**config.mk**
```make
export PLATFORM = sky130hd
export DESIGN_NAME = pts_pair_eval
export DESIGN_NICKNAME = d
export VERILOG_FILES = /design/src/hw/rtl/pts_pkg.sv /design/src/hw/rtl/pts_pair_eval.sv
export SDC_FILE = /design/constraint.sdc
export NUM_CORES = 2
export LEC_CHECK = 0
export BUFFER_PORTS_ARGS = -buffer_cell sky130_fd_sc_hd__buf_2
export CAP_MARGIN = 30
export CORE_UTILIZATION = 35
export CTS_CLUSTER_DIAMETER = 120
export DETAILED_ROUTE_END_ITERATION = 7
export PLACE_DENSITY_LB_ADDON = 0.05
export SYNTH_ARGS = -nofsm -noshare
export SYNTH_HDL_FRONTEND = slang
export SYNTH_SLANG_ARGS = --single-unit
```
**constraint.sdc**
```tcl
create_clock -name clk -period 14.3 [get_ports clk]
set_input_delay 1.43 -clock clk [delete_from_list [all_inputs] [get_ports clk]]
set_output_delay 1.43 -clock clk [all_outputs]
set_load 0.1 [all_outputs]
```
**src/hw/rtl/pts_pkg.sv**
```systemverilog
// Types and constants of the paired threshold search.
// No dependencies; used by every module of the block.
package pts_pkg;

	localparam int CNT_W = 11;
	localparam int STAT_W = 32;
	localparam int PROD_W = 64;
	localparam int ALPHA_W = 17;
	localparam int IDX_W = 10;
	localparam int REG_IDX_W = 3;
	localparam int CFG_W = 64;
	localparam int RATE_W = ALPHA_W + CNT_W;
	localparam int RHS_W = RATE_W + CNT_W;
	localparam int POS1_W = CNT_W + 1;
	localparam int LHS_W = 2 * POS1_W + 16;

	localparam logic REQ_LOAD = 1'b0;
	localparam logic REQ_START = 1'b1;

	localparam logic [REG_IDX_W-1:0] REG_TEST_COUNT = 3'd0;
	localparam logic [REG_IDX_W-1:0] REG_FIRST_CAND = 3'd1;
	localparam logic [REG_IDX_W-1:0] REG_SECOND_CAND = 3'd2;
	localparam logic [REG_IDX_W-1:0] REG_ALPHA = 3'd3;
	localparam logic [REG_IDX_W-1:0] REG_MODE = 3'd4;
	localparam logic [REG_IDX_W-1:0] REG_INIT_PROD = 3'd5;

	// -99 in Q16.16, the threshold reported when nothing is found in mode 0.
	localparam logic signed [STAT_W-1:0] NONE_MODE0 = 32'shFF9D0000;

	typedef struct packed {
		logic req_type;
		logic [IDX_W-1:0] entry_index;
		logic signed [STAT_W-1:0] first_stat;
		logic signed [STAT_W-1:0] second_stat;
		logic [IDX_W-1:0] order_entry;
	} req_t;

	typedef struct packed {
		logic signed [STAT_W-1:0] threshold_first;
		logic signed [STAT_W-1:0] threshold_second;
		logic [CNT_W-1:0] best_rejections;
	} res_t;

	typedef struct packed {
		logic valid;
		logic first_row;
		logic [CNT_W-1:0] outer;
		logic [CNT_W-1:0] inner;
		logic signed [STAT_W-1:0] t1;
		logic signed [STAT_W-1:0] other;
		logic signed [STAT_W-1:0] t2;
	} pair_t;

	typedef struct packed {
		logic valid;
		logic feasible;
		logic [CNT_W-1:0] count;
		logic signed [PROD_W-1:0] product;
		logic signed [STAT_W-1:0] t1;
		logic signed [STAT_W-1:0] t2;
	} score_t;

endpackage

```
**src/hw/rtl/pts_pair_eval.sv**
```systemverilog
// Pair evaluation pipeline: rejection count, feasibility and product.
// Depends on pts_pkg.
module pts_pair_eval
	import pts_pkg::*;
(
	input logic clk,
	input logic arst_n,
	input pair_t pair,
	input logic pval_mode,
	input logic [RATE_W-1:0] rate_base,
	output score_t score,
	output logic busy
);

	logic [CNT_W-1:0] run_q;
	logic hit;
	logic [CNT_W-1:0] run_next;

	logic v_s3;
	logic [CNT_W-1:0] cnt_s3;
	logic [CNT_W-1:0] rmax_s3;
	logic [2*POS1_W-1:0] lhs_s3;
	logic signed [PROD_W-1:0] prod_s3;
	logic signed [STAT_W-1:0] t1_s3;
	logic signed [STAT_W-1:0] t2_s3;

	logic [RHS_W-1:0] rhs;
	logic [LHS_W-1:0] lhs_full;

	always_comb begin
		hit = pval_mode ? (pair.other <= pair.t1) : (pair.other >= pair.t1);
		run_next = (pair.first_row ? '0 : run_q) + CNT_W'(hit);
	end

	always_ff @(posedge clk or negedge arst_n) begin
		if (!arst_n) begin
			run_q <= '0;
			v_s3 <= 1'b0;
		end else begin
			v_s3 <= pair.valid;
			if (pair.valid) begin
				run_q <= run_next;
			end
		end
	end

	always_ff @(posedge clk) begin
		cnt_s3 <= run_next;
		rmax_s3 <= (run_next == '0) ? CNT_W'(1) : run_next;
		lhs_s3 <= (POS1_W'(pair.outer) + POS1_W'(1)) * (POS1_W'(pair.inner) + POS1_W'(1));
		prod_s3 <= PROD_W'(pair.t1) * PROD_W'(pair.t2);
		t1_s3 <= pair.t1;
		t2_s3 <= pair.t2;
	end

	// The pair is feasible when (i+1)(j+1)*65536 <= alpha*m*max(R,1).
	always_comb begin
		rhs = RHS_W'(rate_base) * RHS_W'(rmax_s3);
		lhs_full = {lhs_s3, 16'd0};
	end

	always_ff @(posedge clk or negedge arst_n) begin
		if (!arst_n) begin
			score <= '0;
		end else begin
			score.valid <= v_s3;
			score.feasible <= (lhs_full <= LHS_W'(rhs));
			score.count <= cnt_s3;
			score.product <= prod_s3;
			score.t1 <= t1_s3;
			score.t2 <= t2_s3;
		end
	end

	assign busy = v_s3 | score.valid;

endmodule

```
==> results.md <==
* Dpl ws at 3.628 ns
* Clk slew on worst S/H paths at roughly 0.06 ns
* Rel. slew slack at 0.3305
* Wire length on met3 at roughly 6.6 mm
* Async SR Flop Fraction at 0.4679
* Final Hold Fails at 0
* Most common cell after layout, fill and taps aside: fa_1
* Post-route ant nets at 0
* GRT Util Overall at 0.2105
* Share of layout cells above drive strength 1 at 0.07330
* Max Cap Viol at 0
* Die X at approximately 410 um
* Yosys cell types at 79
* Grt total ovfl at 0
* Yosys top cell by area: fa_1
* Finished Layout Cells at 8558
* Top cell type's share of synthesized area at 0.4758
* Skew-Pair Late Insertion Delay at 0.65 ns
* Wire length on met1 at ~78 mm
* Final Util at 0.3844
* Fin crit period at slightly above 10 ns
* Router iterations before antenna repair at 5
* Avg WL per Cell at around 20 um
* Slack of the worst reg-to-reg path at between 6 and 7 ns
* Core box area at between 0.15 and 0.2 sq mm
* Worst Path Max Fanout at 33
* RSZ-0062 raised after global routing: false
* Largest net degree at the start of global routing at 66
* Crit. End Element: flop
* Data arrival time of the worst path at 10.67 ns
* Status: completed
* Clock Path Buffers at 3
* CTS Sinks at about 330
* #FFs+latches synth at around 330
* Worst hold path type: reg -> reg
* TNS Setup at 0 ns
* CP max-delay cell: o21ai_0
* Fmax achieved at approximately 100 MHz
* Cell Area, Synth at 0.05953 sq mm
* Setup violators final at 0
* Worst-Margin Slew at roughly 0.99 ns
* Largest cells by area after synthesis: fa_1 (48%), inv_1 (8.9%), ha_1 (8.0%)
* FF-to-FF Start: rmax_s3[5]
* Seq/Total Area, Yosys at 0.1228
* Synth Flop Type: dfxtp_1
* Hold path cells at 0
* Cell Chain, Critical Path: buf_2 -> nand2_1 -> inv_1 -> fa_1 -> fa_1 -> fa_1 -> inv_1 -> fa_1 -> inv_1 -> fa_1 -> fa_1 -> fa_1 -> fa_1 -> ha_1 -> and3_1 -> nand2_1 -> o21ai_0 -> a31oi_1 -> a21oi_2 -> a41oi_4 -> o21a_1 -> o311ai_2
* Post-Syn Nets at between 8000 and 9000
* Synth-to-Final Area Change at 8.470%
* PortBufs at 292
* Antenna violations before repair at 23
* First-pass GRT wire length at 277.0 mm
* Avg Inst Size Synth at roughly 9.6 sq um
* WL met2 at roughly 84 mm
* GP Congestion at ~0.80
* Max layer used: met5
* Hold_buf cts at 0
* CTS tree: yes
* PnR worst setup slack at about 4.2 ns
* Root buf cell: clkbuf_16
* Worst path required time at 14.85 ns
* Initial Util at 0.3544
* DR iter-0 viols at between 1500 and 2000
* Row count at 150
* Post-CTS Setup Inserts at 0
* DRC viols at 0
* Final worst-path cycle share at 0.7080
* Hold endpoint: score[56]
* H-tree levels at 2
* Die Span Y at between 400 and 500 um
* Synth warnings at 0
* Commonest non-fill, non-tap cells in the layout: fa_1 (1415), inv_1 (1406), nand2_1 (995), and2_1 (497), ha_1 (382)
* Worst-case clock skew at slightly below 0.03 ns
* Vias/cell at between 4 and 5
* Vias in the first global route at 45250
* Post-DP HPWL at 142.2 mm
* Critical Path Source: pair[2]
* Slowest stage delay, CP at 0.79 ns
* CP Launch Type: primary input
* Number of buffers created by CTS at just over 40
* WL final at around 170 mm
* Worst r2r dst: score[139]
* HP Start: t1_s3[24]
* Cell mode on critical path: fa_1
* Final max-slew violation count at 0
* I/O pin cnt at ~290
* Die area at 0.1717 sq mm
* DR vias at between 40000 and 50000
* Post-synth EDFFs at 0
* Mapped Cells at just over 6000
* Setup CP Type: in -> reg
* DP Cell Count at 8472
* Nets at approximately 8300
* Post-cts resize count at 0
* R2r worst-path depth at 28
==> worst max-delay path by stage <==
stage | to | slack [ns] | cells past startpoint
2_1_floorplan | prod_s3[62] | 5.61 | 21
3_3_place_gp | prod_s3[62] | 3.58 | 22
3_5_place_dp | prod_s3[62] | 3.63 | 22
4_1_cts | prod_s3[62] | 4.30 | 22
5_1_grt | prod_s3[62] | 3.83 | 22
6_report | prod_s3[62] | 4.18 | 22
==> flip-flops by register name, summed over array words and instances (netlist names) <==
signal and count:
v_s3 1, t2_s3 32, score 141, rmax_s3 11, cnt_s3 11, run_q 11
t1_s3 32, prod_s3 64, lhs_s3 24
==> synthesized netlist by cell type, types with 23 or more instances <==
cell type and instances:
and3_1 23, xor2_1 47, nand2_1 995, xnor2_1 96
dfrtp_1 153, ha_1 382, clkbuf_1 286, a21o_1 79
dfxtp_1 174, nand4_1 26, nor2_1 126, nor3_1 36
inv_1 1406, fa_1 1415, and2_1 497, nand2b_1 36
a21oi_1 88, o21ai_0 63, nand3_1 45
==> cell type report <==
type	instances	area, sq um
clock buffers	54	1155
multi-input cells	4183	45830
repair buffers	353	1926
clock inverters	21	292.8
diodes	10	25.02
flip-flops and latches	327	7312
well taps	2204	2758
fillers	17020	103400
inverters	1406	5278
==> metal layers <==
layer | track usage | up-vias
li1 | - | 18380
met1 | 0.2861 | 20920
met2 | 0.3553 | 616
met3 | 0.02932 | 151
met4 | 0.04618 | 10
met5 | 0 | -
==> worst max-delay path: cells and delay by family <==
kind | cells | cell delay [ns]
adder cells (fa/ha/maj) | 9 | 4.42
AND/OR/NAND/NOR | 3 | 0.67
buffers and inverters | 4 | 1.43
AO/OA/AOI/OAI | 6 | 2.62
==> metrics by stage <==
stage / hold slack [ns] / cell area, sq um
final: 0.3204 / 64570
after CTS: 0.3214 / 64540
after global placement: 0.3168 / 63080
after global routing: 0.3276 / 64560
after detailed placement: 0.3195 / 63090
after floorplan: 0.3163 / 59530
==> logic make-up (layout without fill, tap and decap cells) <==
group,after synthesis,count (layout),share of synthesized area
compound gates,382,382,0.04397
xor+xnor,143,143,0.02104
fa+ha+maj,1797,1797,0.5561
buf+inv,1700,1834,0.1074
flops,327,327,0.1228
mux,12,12,0.002270
other cells,0,10,0
simple gates,1849,1849,0.1464
Power is not shown: default switching activity piles up to over one toggle a cycle in this logic, so the estimate is an artifact.
